## config.mk

```make
export PLATFORM = sky130hd
export DESIGN_NAME = lru_key_value_cache_core
export DESIGN_NICKNAME = d
export VERILOG_FILES = /design/src/hdl/lrukv_pkg.sv /design/src/hdl/lrukv_search.sv /design/src/hdl/lru_key_value_cache_core.sv
export SDC_FILE = /design/constraint.sdc
export NUM_CORES = 2
export LEC_CHECK = 0
export BUFFER_PORTS_ARGS = -buffer_cell sky130_fd_sc_hd__buf_2
export CAP_MARGIN = 0
export CORE_UTILIZATION = 35
export DETAILED_ROUTE_END_ITERATION = 8
export GPL_TIMING_DRIVEN = 0
export SLEW_MARGIN = 0
export SYNTH_ARGS = -nofsm -noshare
export SYNTH_HDL_FRONTEND = slang
export SYNTH_SLANG_ARGS = --single-unit
```

## constraint.sdc

```tcl
create_clock -name clk_i -period 13.55 [get_ports clk_i]
set_clock_uncertainty 0.1 [all_clocks]
set_input_delay 0.6775 -clock clk_i [delete_from_list [all_inputs] [get_ports clk_i]]
set_output_delay 0.6775 -clock clk_i [all_outputs]
set_load 0.05 [all_outputs]
```

## src/hdl/lrukv_pkg.sv

```systemverilog
package lrukv_pkg;

  localparam int unsigned KeyW = 16;
  localparam int unsigned ValW = 32;
  localparam int unsigned CfgW = 5;

  localparam logic [CfgW-1:0] CfgCapReset = 5'd16;

  typedef enum logic [0:0] {
    OpGet = 1'b0,
    OpPut = 1'b1
  } op_e;

endpackage

```

## src/hdl/lrukv_search.sv

```systemverilog
module lrukv_search #(
  parameter int unsigned CAPACITY = 16
) (
  input  logic [lrukv_pkg::KeyW-1:0] key_i,
  input  logic [CAPACITY-1:0]        valid_i,
  input  logic [lrukv_pkg::KeyW-1:0] keys_i [CAPACITY],
  input  logic [((CAPACITY > 1) ? $clog2(CAPACITY) : 1)-1:0] ages_i [CAPACITY],
  input  logic [((CAPACITY > 1) ? $clog2(CAPACITY) : 1)-1:0] oldest_age_i,
  output logic                       hit_o,
  output logic [((CAPACITY > 1) ? $clog2(CAPACITY) : 1)-1:0] hit_idx_o,
  output logic                       free_o,
  output logic [((CAPACITY > 1) ? $clog2(CAPACITY) : 1)-1:0] free_idx_o,
  output logic [((CAPACITY > 1) ? $clog2(CAPACITY) : 1)-1:0] old_idx_o
);

  localparam int unsigned IdxW = (CAPACITY > 1) ? $clog2(CAPACITY) : 1;

  // lowest index wins for match and free slot
  always_comb begin
    hit_o      = 1'b0;
    hit_idx_o  = '0;
    free_o     = 1'b0;
    free_idx_o = '0;
    old_idx_o  = '0;
    for (int i = CAPACITY - 1; i >= 0; i--) begin
      if (valid_i[i] && (keys_i[i] == key_i)) begin
        hit_o     = 1'b1;
        hit_idx_o = IdxW'(i);
      end
      if (!valid_i[i]) begin
        free_o     = 1'b1;
        free_idx_o = IdxW'(i);
      end
      // valid ages are distinct 0 .. count-1, so the oldest holds count-1
      if (valid_i[i] && (ages_i[i] == oldest_age_i)) begin
        old_idx_o = IdxW'(i);
      end
    end
  end

endmodule

```

## src/hdl/lru_key_value_cache_core.sv

```systemverilog
// channel  direction  handshake                payload
// in       input      in_valid_i / in_ready_o   opcode_i, lookup_key_i, store_value_i
// out      output     out_valid_o / out_ready_i hit_o, read_value_o
// cfg      input      cfg_we_i                  cfg_wdata_i (capacity in use)
//
// one beat per cycle sustained unless the result stalls; a beat goes through an input register
// and then a result register
// lookup, age update and entry write all happen as the beat moves between them
// reset clears entry valid bits, ages and count, and sets capacity in use to 16
// a stalled result holds; the input register then fills and in_ready_o drops
module lru_key_value_cache_core #(
  parameter int unsigned CAPACITY = 16
) (
  input  logic                       clk_i,
  input  logic                       rst_ni,
  input  logic                       in_valid_i,
  output logic                       in_ready_o,
  input  logic [0:0]                 opcode_i,
  input  logic [lrukv_pkg::KeyW-1:0] lookup_key_i,
  input  logic [lrukv_pkg::ValW-1:0] store_value_i,
  output logic                       out_valid_o,
  input  logic                       out_ready_i,
  output logic                       hit_o,
  output logic [lrukv_pkg::ValW-1:0] read_value_o,
  input  logic                       cfg_we_i,
  input  logic [lrukv_pkg::CfgW-1:0] cfg_wdata_i
);

  localparam int unsigned IdxW = (CAPACITY > 1) ? $clog2(CAPACITY) : 1;
  localparam int unsigned CntW = $clog2(CAPACITY + 1);
  localparam int unsigned LimW = (CntW > lrukv_pkg::CfgW) ? CntW : lrukv_pkg::CfgW;

  logic                       s1_valid_q;
  lrukv_pkg::op_e             op_q;
  logic [lrukv_pkg::KeyW-1:0] key_q;
  logic [lrukv_pkg::ValW-1:0] val_q;

  logic                       out_valid_q;
  logic                       hit_q;
  logic [lrukv_pkg::ValW-1:0] rdata_q;

  logic [lrukv_pkg::CfgW-1:0] cap_q;
  logic [CntW-1:0]            count_q, count_d;
  logic [CAPACITY-1:0]        valid_q, valid_d;
  logic [IdxW-1:0]            age_q [CAPACITY];
  logic [IdxW-1:0]            age_d [CAPACITY];
  logic [lrukv_pkg::KeyW-1:0] keys_q [CAPACITY];
  logic [lrukv_pkg::ValW-1:0] vals_q [CAPACITY];

  logic            step;
  logic [LimW-1:0] cap_ext, eff_cap;
  logic            has_room;
  logic [CntW-1:0] count_m1;
  logic            hit, free_found;
  logic [IdxW-1:0] hit_idx, free_idx, old_idx;
  logic            is_put, do_insert, do_evict, do_touch;
  logic [IdxW-1:0] tgt, slot;
  logic [IdxW-1:0] ref_age;

  assign step       = s1_valid_q && (!out_valid_q || out_ready_i);
  assign in_ready_o = !s1_valid_q || step;

  always_comb begin
    cap_ext = LimW'(cap_q);
    priority if (cap_ext == '0) begin
      eff_cap = LimW'(1);
    end else if (cap_ext > LimW'(CAPACITY)) begin
      eff_cap = LimW'(CAPACITY);
    end else begin
      eff_cap = cap_ext;
    end
  end

  assign has_room = LimW'(count_q) < eff_cap;
  assign count_m1 = count_q - CntW'(1);

  lrukv_search #(
    .CAPACITY(CAPACITY)
  ) u_search (
    .key_i       (key_q),
    .valid_i     (valid_q),
    .keys_i      (keys_q),
    .ages_i      (age_q),
    .oldest_age_i(count_m1[IdxW-1:0]),
    .hit_o       (hit),
    .hit_idx_o   (hit_idx),
    .free_o      (free_found),
    .free_idx_o  (free_idx),
    .old_idx_o   (old_idx)
  );

  assign is_put    = (op_q == lrukv_pkg::OpPut);
  assign do_insert = is_put && !hit && has_room && free_found;
  assign do_evict  = is_put && !hit && !do_insert;
  assign do_touch  = hit || do_evict;
  assign tgt       = hit ? hit_idx : old_idx;
  assign slot      = do_insert ? free_idx : tgt;
  assign ref_age   = age_q[tgt];

  always_comb begin
    valid_d = valid_q;
    count_d = count_q;
    for (int i = 0; i < CAPACITY; i++) begin
      age_d[i] = age_q[i];
    end
    if (step) begin
      if (do_touch) begin
        for (int i = 0; i < CAPACITY; i++) begin
          if (IdxW'(i) == tgt) begin
            age_d[i] = '0;
          end else if (valid_q[i] && (age_q[i] < ref_age)) begin
            age_d[i] = age_q[i] + IdxW'(1);
          end
        end
      end else if (do_insert) begin
        count_d = count_q + CntW'(1);
        for (int i = 0; i < CAPACITY; i++) begin
          if (IdxW'(i) == free_idx) begin
            age_d[i]   = '0;
            valid_d[i] = 1'b1;
          end else if (valid_q[i]) begin
            age_d[i] = age_q[i] + IdxW'(1);
          end
        end
      end
    end
  end

  always_ff @(posedge clk_i or negedge rst_ni) begin
    if (!rst_ni) begin
      valid_q <= '0;
      count_q <= '0;
      for (int i = 0; i < CAPACITY; i++) begin
        age_q[i] <= '0;
      end
    end else begin
      valid_q <= valid_d;
      count_q <= count_d;
      for (int i = 0; i < CAPACITY; i++) begin
        age_q[i] <= age_d[i];
      end
    end
  end

  // entry payload, no reset
  always_ff @(posedge clk_i) begin
    for (int i = 0; i < CAPACITY; i++) begin
      if (step && is_put && (IdxW'(i) == slot)) begin
        vals_q[i] <= val_q;
        if (!hit) begin
          keys_q[i] <= key_q;
        end
      end
    end
  end

  always_ff @(posedge clk_i or negedge rst_ni) begin
    if (!rst_ni) begin
      cap_q <= lrukv_pkg::CfgCapReset;
    end else if (cfg_we_i) begin
      cap_q <= cfg_wdata_i;
    end
  end

  // input register
  always_ff @(posedge clk_i or negedge rst_ni) begin
    if (!rst_ni) begin
      s1_valid_q <= 1'b0;
    end else if (in_ready_o) begin
      s1_valid_q <= in_valid_i;
    end
  end

  always_ff @(posedge clk_i) begin
    if (in_valid_i && in_ready_o) begin
      op_q  <= lrukv_pkg::op_e'(opcode_i);
      key_q <= lookup_key_i;
      val_q <= store_value_i;
    end
  end

  // result register
  always_ff @(posedge clk_i or negedge rst_ni) begin
    if (!rst_ni) begin
      out_valid_q <= 1'b0;
    end else if (step) begin
      out_valid_q <= 1'b1;
    end else if (out_ready_i) begin
      out_valid_q <= 1'b0;
    end
  end

  always_ff @(posedge clk_i) begin
    if (step) begin
      hit_q   <= hit;
      rdata_q <= (!is_put && hit) ? vals_q[hit_idx] : '0;
    end
  end

  assign out_valid_o  = out_valid_q;
  assign hit_o        = hit_q;
  assign read_value_o = rdata_q;

endmodule
```

# [Yosys cells after proc, flatten, opt, wreduce, memory -nomap -nowiden]
# Memories as Yosys holds them, arrays and structs flattened. A register that Yosys moved wholly into a read port is not among the register bits.
# Index checks and enable logic that the tools add are counted.
[word_totals] ff_bits=398 ram_bits=512 inputBits=59 output_inout_bits=35 word_cells=589 mem_count=1
[op_classes] n_addsub=18 n_lt_le_gt_ge=19 n_eq_ne=93 mux=232 bitwise=3 reduce_logical=167
[memory_table] memory="vals_q" depth=16 word_bits=32 read_ports=1 rd_ports_with_merged_regs=1 wr=1 line="lru_key_value_cache_core.sv:48" text="logic [lrukv_pkg::ValW-1:0] vals_q [CAPACITY];"
[ops] operator="4-bit 2-to-1 mux" n=131
[ops] operator="32-bit 2-to-1 mux" n=15
[ops] operator="32-bit OR reduction" n=15
[ops] operator="16-bit == test" n=16
[ops] operator="64-bit 2-to-1 mux" n=2
[ops] operator="4-bit AND reduction" n=32
[ops] operator="4-bit == test (first input constant)" n=24
[ops] operator="1-bit 2-to-1 mux" n=81
[ops] operator="1-bit logical AND" n=72
[ops] operator="4-bit by 1-bit adder with 4-bit output (second input constant)" n=16
[ops] operator="4-bit == test" n=16
[ops] operator="4-bit < comparator" n=16
[ops] operator="3-bit by 4-bit == test with 1-bit output (first input constant)" n=12
[ops] operator="3-bit by 1-bit inequality test with 1-bit output (second input constant)" n=16
[ops] operator="3-bit nonzero test" n=16
[ops] operator="2-bit AND reduction" n=16
[ops] operator="2-bit by 4-bit == test with 1-bit output (first input constant)" n=6
[ops] operator="4-bit binary-select mux with 4-bit select" n=1
[ops] operator="1-bit by 4-bit == test with 1-bit output (first input constant)" n=3
[ops] operator="4-bit zero test" n=3
[ops] operator="5-bit 2-to-1 mux" n=2
[ops] operator="1-bit zero test" n=6
[ops] operator="5-bit by 1-bit adder with 5-bit output (second input constant)" n=1
[ops] operator="5-bit greater-or-equal comparator (second input constant)" n=1
[ops] operator="9 further kinds" n=13

# [Depth between registers and ports, before layout]
[logic_depth] ltp_word=43 ltp_mapped=31 depth_no_buf=24

# [Cells and area by module]
# From an unflattened synthesis, not the netlist that was laid out.
[hier_totals] cells_unflattened=2571 hier_area_um2=41472.3
[by_module_without_submodules] mod="lru_key_value_cache_core" instances=1 cells_each=1995 area_per_inst_um2=37066.8 seq_area_each_um2=27827.9
[by_module_without_submodules] mod="lrukv_search" instances=1 cells_each=576 area_per_inst_um2=4405.5 seq_area_each_um2=0.0

# [Worst setup path before layout]
# No wires, ideal clock.
[synth_path] path_kind="reg-to-reg" start="reg count_q[0]" end="reg age_q[36] (netlist bit)" setup_ps=125 t_arrival_ps=5929 required_time_ps=13325 path_slack_ps=7397 path_stages_with_launch=28 synth_period_minus_slack_ps=6153 path_cell_list="dfrtp_1 buf_4 buf_4 inv_1 ha_1 buf_2 xnor2_2 buf_2 nor2_1 nor4b_2 nor2_1 a211o_1 a41oi_2 nor3_2 nor2_2 buf_2 buf_2 nand2_1 nand3_1 mux2i_1 mux2_2 a41o_1 ha_1 a21o_1 a211o_1 a311oi_1 nor2b_1 mux2_2"
[synth_between] elab_chain_len=28 elab_cells_between_ends=69 cone_classes="add/sub: 1; order compare: 2; eq/ne: 18; mux: 22; bitwise: 1; reduce/logical: 25"
[synth_lines] item="from (decl)" line="lru_key_value_cache_core.sv:43" text="logic [CntW-1:0] count_q, count_d;"
[synth_lines] item="from (signal assigned)" line="lru_key_value_cache_core.sv:138" text="count_q <= count_d;"
[synth_lines] item="4-bit by 1-bit subtractor with 4-bit output (*)" line="lru_key_value_cache_core.sv:75" text="assign count_m1 = count_q - CntW'(1);"
[synth_lines] item="net count_m1[0]" line="lru_key_value_cache_core.sv:53" text="logic [CntW-1:0] count_m1;"
[synth_lines] item="4-bit == test" line="lrukv_search.sv:35" text="if (valid_i[i] && (ages_i[i] == oldest_age_i)) begin"
[synth_lines] item="1-bit logical AND" line="lrukv_search.sv:35"
[synth_lines] item="4-bit 2-to-1 mux (15 in series)" line="lrukv_search.sv:35"
[synth_lines] item="4-bit 2-to-1 mux (*)" line="lrukv_search.sv:35"
[synth_lines] item="4-bit 2-to-1 mux (*)" line="lru_key_value_cache_core.sv:96" text="assign tgt = hit ? hit_idx : old_idx;"
[synth_lines] item="4-bit inverter with 5-bit output (not written as such)" line="lru_key_value_cache_core.sv:98" text="assign ref_age = age_q[tgt];"
[synth_lines] item="4-bit binary-select mux with 4-bit select" line="lru_key_value_cache_core.sv:98"
[synth_lines] item="4-bit 2-to-1 mux (not written as such) (2 in series)" line="lru_key_value_cache_core.sv:98"
[synth_lines] item="4-bit < comparator" line="lru_key_value_cache_core.sv:111" text="end else if (valid_q[i] && (age_q[i] < ref_age)) begin"
[synth_lines] item="1-bit logical AND" line="lru_key_value_cache_core.sv:111"
[synth_lines] item="3-bit by 1-bit inequality test with 1-bit output (no line)"
[synth_lines] item="4-bit AND reduction (no line)"
[synth_lines] item="to (signal, indexed assignment)" line="lru_key_value_cache_core.sv:140" text="age_q[i] <= age_d[i];"
[synth_lines] item="to (decl)" line="lru_key_value_cache_core.sv:45" text="logic [IdxW-1:0] age_q [CAPACITY];"
# Mark *: on every way through the listed nets, which the timed path passes. The rest lies on a longest branch. The select of a mux whose other input is x is not followed.
# A chain may end at the register's enable or synchronous reset.

# [Worst setup path in the final report]
[layout_path] start="reg key_q[8] (netlist bit)" end="reg age_q[22] (netlist bit)"
[layout_between] elab_chain_len=27 elab_cells_between_ends=85 cone_classes="order compare: 1; eq/ne: 18; mux: 38; bitwise: 1; reduce/logical: 27"
[layout_lines] item="from (decl)" line="lru_key_value_cache_core.sv:35" text="logic [lrukv_pkg::KeyW-1:0] key_q;"
[layout_lines] item="from (signal assigned)" line="lru_key_value_cache_core.sv:177" text="key_q <= lookup_key_i;"
[layout_lines] item="16-bit == test" line="lrukv_search.sv:26" text="if (valid_i[i] && (keys_i[i] == key_i)) begin"
[layout_lines] item="1-bit logical AND" line="lrukv_search.sv:26"
[layout_lines] item="4-bit 2-to-1 mux / 1-bit 2-to-1 mux (equally long branches) (16 in series)" line="lrukv_search.sv:26"
[layout_lines] item="4-bit 2-to-1 mux / 1-bit zero test (equally long branches)"
[layout_lines] item="4-bit inverter with 5-bit output (not written as such) / 1-bit logical AND (equally long branches)" line="lru_key_value_cache_core.sv:98, lru_key_value_cache_core.sv:93, lru_key_value_cache_core.sv:94"
[layout_lines] item="4-bit binary-select mux with 4-bit select / 1-bit logical AND (equally long branches)" line="lru_key_value_cache_core.sv:98, lru_key_value_cache_core.sv:93"
[layout_lines] item="4-bit 2-to-1 mux (not written as such) / 1-bit logical AND (equally long branches)" line="lru_key_value_cache_core.sv:98, lru_key_value_cache_core.sv:93"
[layout_lines] item="4-bit 2-to-1 mux (not written as such) / 1-bit zero test (equally long branches)" line="lru_key_value_cache_core.sv:98, lru_key_value_cache_core.sv:94"
[layout_lines] item="4-bit < comparator / 1-bit logical AND (equally long branches)" line="lru_key_value_cache_core.sv:111, lru_key_value_cache_core.sv:94"
[layout_lines] item="1-bit logical AND / 1-bit logical OR (equally long branches)" line="lru_key_value_cache_core.sv:111, lru_key_value_cache_core.sv:95"
[layout_lines] item="3-bit by 1-bit inequality test with 1-bit output (no line), or another cell as far along"
[layout_lines] item="4-bit AND reduction (no line)"
# Parallel ways exist; a longest one is shown, timed or not. The select of a mux whose other input is x is not followed.

==> impl_results.html <==
<table>
<tr><th>Metric</th><th>Value</th></tr>
<tr><th colspan="2">Placement</th></tr>
<tr><td>Count of buffers inserted at the top-level ports</td><td>93</td></tr>
<tr><td>Worst setup slack after placement</td><td>between 4000 and 5000 ps</td></tr>
<tr><td>DP Wirelength</td><td>about 79 mm</td></tr>
<tr><td>Final weighted congestion in routability-driven placement</td><td>approximately 0.94</td></tr>
<tr><th colspan="2">Power and ir drop</th></tr>
<tr><td>P_leak</td><td>~16 nW</td></tr>
<tr><td>PD cells</td><td>between 200 and 250 nW/um2</td></tr>
<tr><td>Worst VDD drop</td><td>0.0002579 V</td></tr>
<tr><th colspan="2">Clock network</th></tr>
<tr><td>Worst-path clk slew</td><td>about 60 ps</td></tr>
<tr><td>Setup repair bufs after CTS</td><td>0</td></tr>
<tr><td>CTS tree</td><td>built</td></tr>
<tr><td>Later-pin clock latency in the skew report</td><td>~700 ps</td></tr>
<tr><td>Number of buffers inserted during clock tree synthesis</td><td>just over 100</td></tr>
<tr><td>Number of levels the H-tree was split into</td><td>3</td></tr>
<tr><td>Cell at the root of the clock tree</td><td>clkbuf_16</td></tr>
<tr><td>Clock Sink Count</td><td>about 940</td></tr>
<tr><td>Deepest clock path buffer count</td><td>3</td></tr>
<tr><th colspan="2">Worst setup path</th></tr>
<tr><td>Biggest fanout along the worst timing path</td><td>17</td></tr>
<tr><td>Setup slack, reg-to-reg</td><td>roughly 4600 ps</td></tr>
<tr><td>Delay of the slowest cell on the worst path</td><td>roughly 1200 ps</td></tr>
<tr><td>Kind of start point of the critical path</td><td>flip-flop</td></tr>
<tr><td>Critical Path RT</td><td>~14000 ps</td></tr>
<tr><td>Number of cells on the worst reg-to-reg path</td><td>25</td></tr>
<tr><td>Terminus of the critical flop-to-flop path</td><td>age_q[22]</td></tr>
<tr><td>RR Startpoint</td><td>key_q[8]</td></tr>
<tr><td>Combined buffer and inverter count along the critical path</td><td>5</td></tr>
<tr><td>Crit-path slowest cell</td><td>edfxtp_1</td></tr>
<tr><td>Worst path top cell family by delay</td><td>compound AO/OA/AOI/OAI gates</td></tr>
<tr><td>CP arrival</td><td>between 9000 and 10000 ps</td></tr>
<tr><td>Launch point of the critical path</td><td>key_q[8]</td></tr>
<tr><td>Crit end category</td><td>flip-flop</td></tr>
<tr><td>Kind of critical path</td><td>flip-flop to flip-flop</td></tr>
<tr><th colspan="2">Yosys</th></tr>
<tr><td>Share of async-settable or async-resettable flops after synthesis</td><td>approximately a tenth</td></tr>
<tr><td>Share of the synthesized netlist area taken by xor and xnor gates</td><td>7.357%</td></tr>
<tr><td>Number of flops mapped to enable cells by yosys</td><td>850</td></tr>
<tr><td>Main combinational cell family by area after synthesis</td><td>multiplexers</td></tr>
<tr><td>Avg Inst Size Synth</td><td>14.41 um2</td></tr>
<tr><td>Post-synthesis simple-gate area fraction</td><td>under 10%</td></tr>
<tr><td>Leading area contributor after synthesis</td><td>edfxtp_1</td></tr>
<tr><td>Area share of fa/ha/maj cells after synthesis</td><td>~2%</td></tr>
<tr><td>Number of standard cells after synthesis</td><td>just over 3000</td></tr>
<tr><td>Count leader, synth</td><td>edfxtp_1</td></tr>
<tr><td>Multiplexer area fraction after synthesis</td><td>11.71%</td></tr>
<tr><td>Portion of synthesized cell area occupied by the leading cell type</td><td>58.06%</td></tr>
<tr><td>Commonest cells in the synthesized netlist</td><td>edfxtp_1, mux2i_1, xnor2_1</td></tr>
<tr><td>Synthesized-area fraction occupied by ao, oa, aoi and oai cells</td><td>between 4 and 5%</td></tr>
<tr><td>Number of storage elements in the synthesis netlist</td><td>942</td></tr>
<tr><td>Synth warn</td><td>0</td></tr>
<tr><td>Mapped Nets</td><td>around 3200</td></tr>
<tr><td>Predominant post-synthesis flop cell</td><td>edfxtp_1</td></tr>
<tr><td>Sequential element share of the synthesized area</td><td>about 63%</td></tr>
<tr><td>Top cells by area in the synthesized netlist</td><td>edfxtp_1, mux2i_1, dfrtp_1</td></tr>
<tr><td>Post-synthesis cell type count</td><td>93</td></tr>
<tr><td>Post-synth design cell area</td><td>roughly 44000 um2</td></tr>
<tr><th colspan="2">Min path</th></tr>
<tr><td>Hold Crit Depth</td><td>1</td></tr>
<tr><td>Capture endpoint of the worst hold path</td><td>key_q[12]</td></tr>
<tr><td>Hold path startpoint</td><td>lookup_key_i[12]</td></tr>
<tr><td>Worst min-delay path class</td><td>input port to flip-flop</td></tr>
<tr><th colspan="2">Finish</th></tr>
<tr><td>Area delta synth-&gt;final</td><td>14.73%</td></tr>
<tr><td>Layout filler cell count</td><td>11260</td></tr>
<tr><td>Ratio of cells with drive above 1 in the final layout</td><td>~14%</td></tr>
<tr><td>Layout Nets</td><td>~3400</td></tr>
<tr><th colspan="2">Global routing</th></tr>
<tr><td>Overflow left after global routing</td><td>0</td></tr>
<tr><td>Global-route wire length before repair</td><td>about 170 mm</td></tr>
<tr><td>Via count of the first global-routing pass</td><td>between 20000 and 30000</td></tr>
<tr><td>GR Util All Layers</td><td>around a fifth</td></tr>
<tr><td>Number of antenna violations at the first check in global routing</td><td>1</td></tr>
<tr><td>Maximum number of pins on one net before global-route repair</td><td>56</td></tr>
<tr><th colspan="2">Floorplan</th></tr>
<tr><td>Initial core utilization</td><td>a little over a third</td></tr>
<tr><td>Boundary Pins</td><td>94</td></tr>
<tr><td>Row cnt</td><td>129</td></tr>
<tr><td>Vert. Die Dim</td><td>~360 um</td></tr>
<tr><td>Core Box Area</td><td>124100 um2</td></tr>
<tr><td>Die W</td><td>roughly 360 um</td></tr>
<tr><td>Die area</td><td>127000 um2</td></tr>
<tr><th colspan="2">Routing</th></tr>
<tr><td>Via-to-Cell Ratio</td><td>5.318</td></tr>
<tr><td>Detailed-route via count</td><td>roughly 27000</td></tr>
<tr><td>Total iterations of the first detailed-routing run</td><td>8</td></tr>
<tr><td>Number of remaining DRC errors</td><td>0</td></tr>
<tr><td>Post-Route WL</td><td>around 120 mm</td></tr>
<tr><td>Count of nets left with antenna violations after detail routing</td><td>0</td></tr>
<tr><td>Post-detailed-route wirelength per cell</td><td>between 20 and 25 um</td></tr>
<tr><td>DRC violation total after the first TritonRoute iteration</td><td>2392</td></tr>
<tr><th colspan="2">Timing</th></tr>
<tr><td>Final hold vios</td><td>0</td></tr>
<tr><td>Setup slack after layout</td><td>about 4600 ps</td></tr>
<tr><td>Final Slew Violations</td><td>0</td></tr>
<tr><td>Unrepaired setup endpoints after global routing</td><td>false</td></tr>
<tr><td>Final setup violating endpoints</td><td>0</td></tr>
<tr><td>Total Negative Setup Slacks</td><td>0 ps</td></tr>
<tr><td>Period Utilization, post-route</td><td>~66%</td></tr>
<tr><td>Transition at the pin with the smallest max-transition slack</td><td>~1400 ps</td></tr>
<tr><td>Final critical delay including setup and external delays</td><td>8977 ps</td></tr>
<tr><td>Achievable clock frequency</td><td>between 100 and 150 MHz</td></tr>
<tr><td>Relative slew slack</td><td>under 10%</td></tr>
<tr><th colspan="2">Status</th></tr>
<tr><td>Status</td><td>complete, no violations</td></tr>
<tr><th colspan="2">Run</th></tr>
<tr><td>Max_cap viols</td><td>0</td></tr>
</table>
-- logic make-up (layout without fill, tap and decap cells) --
logic type	count (synthesis)	count (layout)
muxes	506	506
adders and majority gates	70	70
other	0	1
DFF	942	942
buffers and inverters	183	491
xor gates and xnor gates	337	337
AOI/OAI and AO/OA	298	298
and+or+nand+nor	715	715
-- layer usage --
layer	GRT usage, %	routed length (um)
met5	0	0
met4	5.906	3342
met3	3.182	7427
met2	29.78	55050
met1	26.03	54430
-- where the power goes --
group	internal (mW)	total [mW]	switching, mW
clock network	1.58	2.77	1.18
logic	1.50	4.24	2.73
registers	3.51	3.76	0.250
-- state kept, by name, indices dropped and copies added, names as in the netlist --
signal and cells:
val_q 32, hit_o 1, key_q 16, cap_ext 5
is_put 1, read_value_o 32, keys_q 256, out_valid_o 1
s1_valid_q 1, age_q 64, count_q 5, valid_q 16
vals_q 512
-- worst max-delay path by stage --
stage              endpoint  slack [ps]  depth (start not counted)
6_report          age_q[22]        4570                         25
4_1_cts           age_q[22]        4790                         25
2_1_floorplan     age_q[36]        7400                         27
3_5_place_dp      age_q[37]        4870                         22
5_1_grt           age_q[22]        4400                         23
3_3_place_gp   vals_q[7][7]        3850                         16
-- cell usage in the layout, fill, tap and decap left out, drive strengths merged, types with 53 or more instances in the layout --
cell	synthesis	layout
buf	103	220
clkbuf	36	146
clkinv	0	53
dfrtp	91	91
edfxtp	850	850
ha	70	70
mux2	60	60
mux2i	446	446
nand2	123	123
nand3	87	87
nand4	86	86
nor2	168	168
xnor2	225	225
xor2	92	92
-- metrics by stage --
| stage | util [%] | instances | cell area (um2) | power (mW) | hold slack, ps |
|---|---|---|---|---|---|
| after floorplan | - | 3051 | 43960 | 6.583 | 281.9 |
| after global placement | 37.44 | 4781 | 46480 | 7.793 | 370.7 |
| after detailed placement | 37.91 | 4803 | 47060 | 7.977 | 376.1 |
| after CTS | 40.60 | 4993 | 50390 | 10.75 | 13.55 |
| after global routing | 40.63 | 4996 | 50430 | 11.30 | 26.87 |
| final | 40.63 | 4997 | 50440 | 10.77 | 50.31 |
-- worst register-to-register path: stages, from the launching register on --
cell and delay [ps]:
edfxtp_1 1170, buf_4 370, buf_4 340, xnor2_1 190
nand4_1 120, nor3_1 500, a211oi_1 160, a311oi_1 380
o311ai_0 260, a21oi_1 870, nor2_1 270, buf_2 310
buf_2 280, clkbuf_1 360, o211ai_1 310, o21ai_0 160
o22ai_1 220, a21o_1 690, ha_1 400, nand2_1 70
nand3b_1 100, o311ai_2 130, o311ai_1 290, or2_0 340
or3_1 310, a22oi_1 160
-- area by class of cell --
cell class | instances | area [um2] | share of cell area (%)
clock inverters | 79 | 767.0 | 1.521
multi-input cells | 1926 | 15330 | 30.40
flip-flops and latches | 942 | 27830 | 55.17
inverters | 44 | 165.2 | 0.3275
diodes | 1 | 2.502 | 0.004962
repair buffers | 119 | 952.2 | 1.888
plain buffers | 139 | 780.7 | 1.548
well taps | 1637 | 2048 | 4.061
clock buffers | 110 | 2561 | 5.078
-- timing repair --
action | 4_1_cts | 5_1_grt
endpoints found under the hold margin | 37 | 0
hold buffers | 1 | 0
resized for setup | 0 | 0
(Power assumes the default switching activity.)
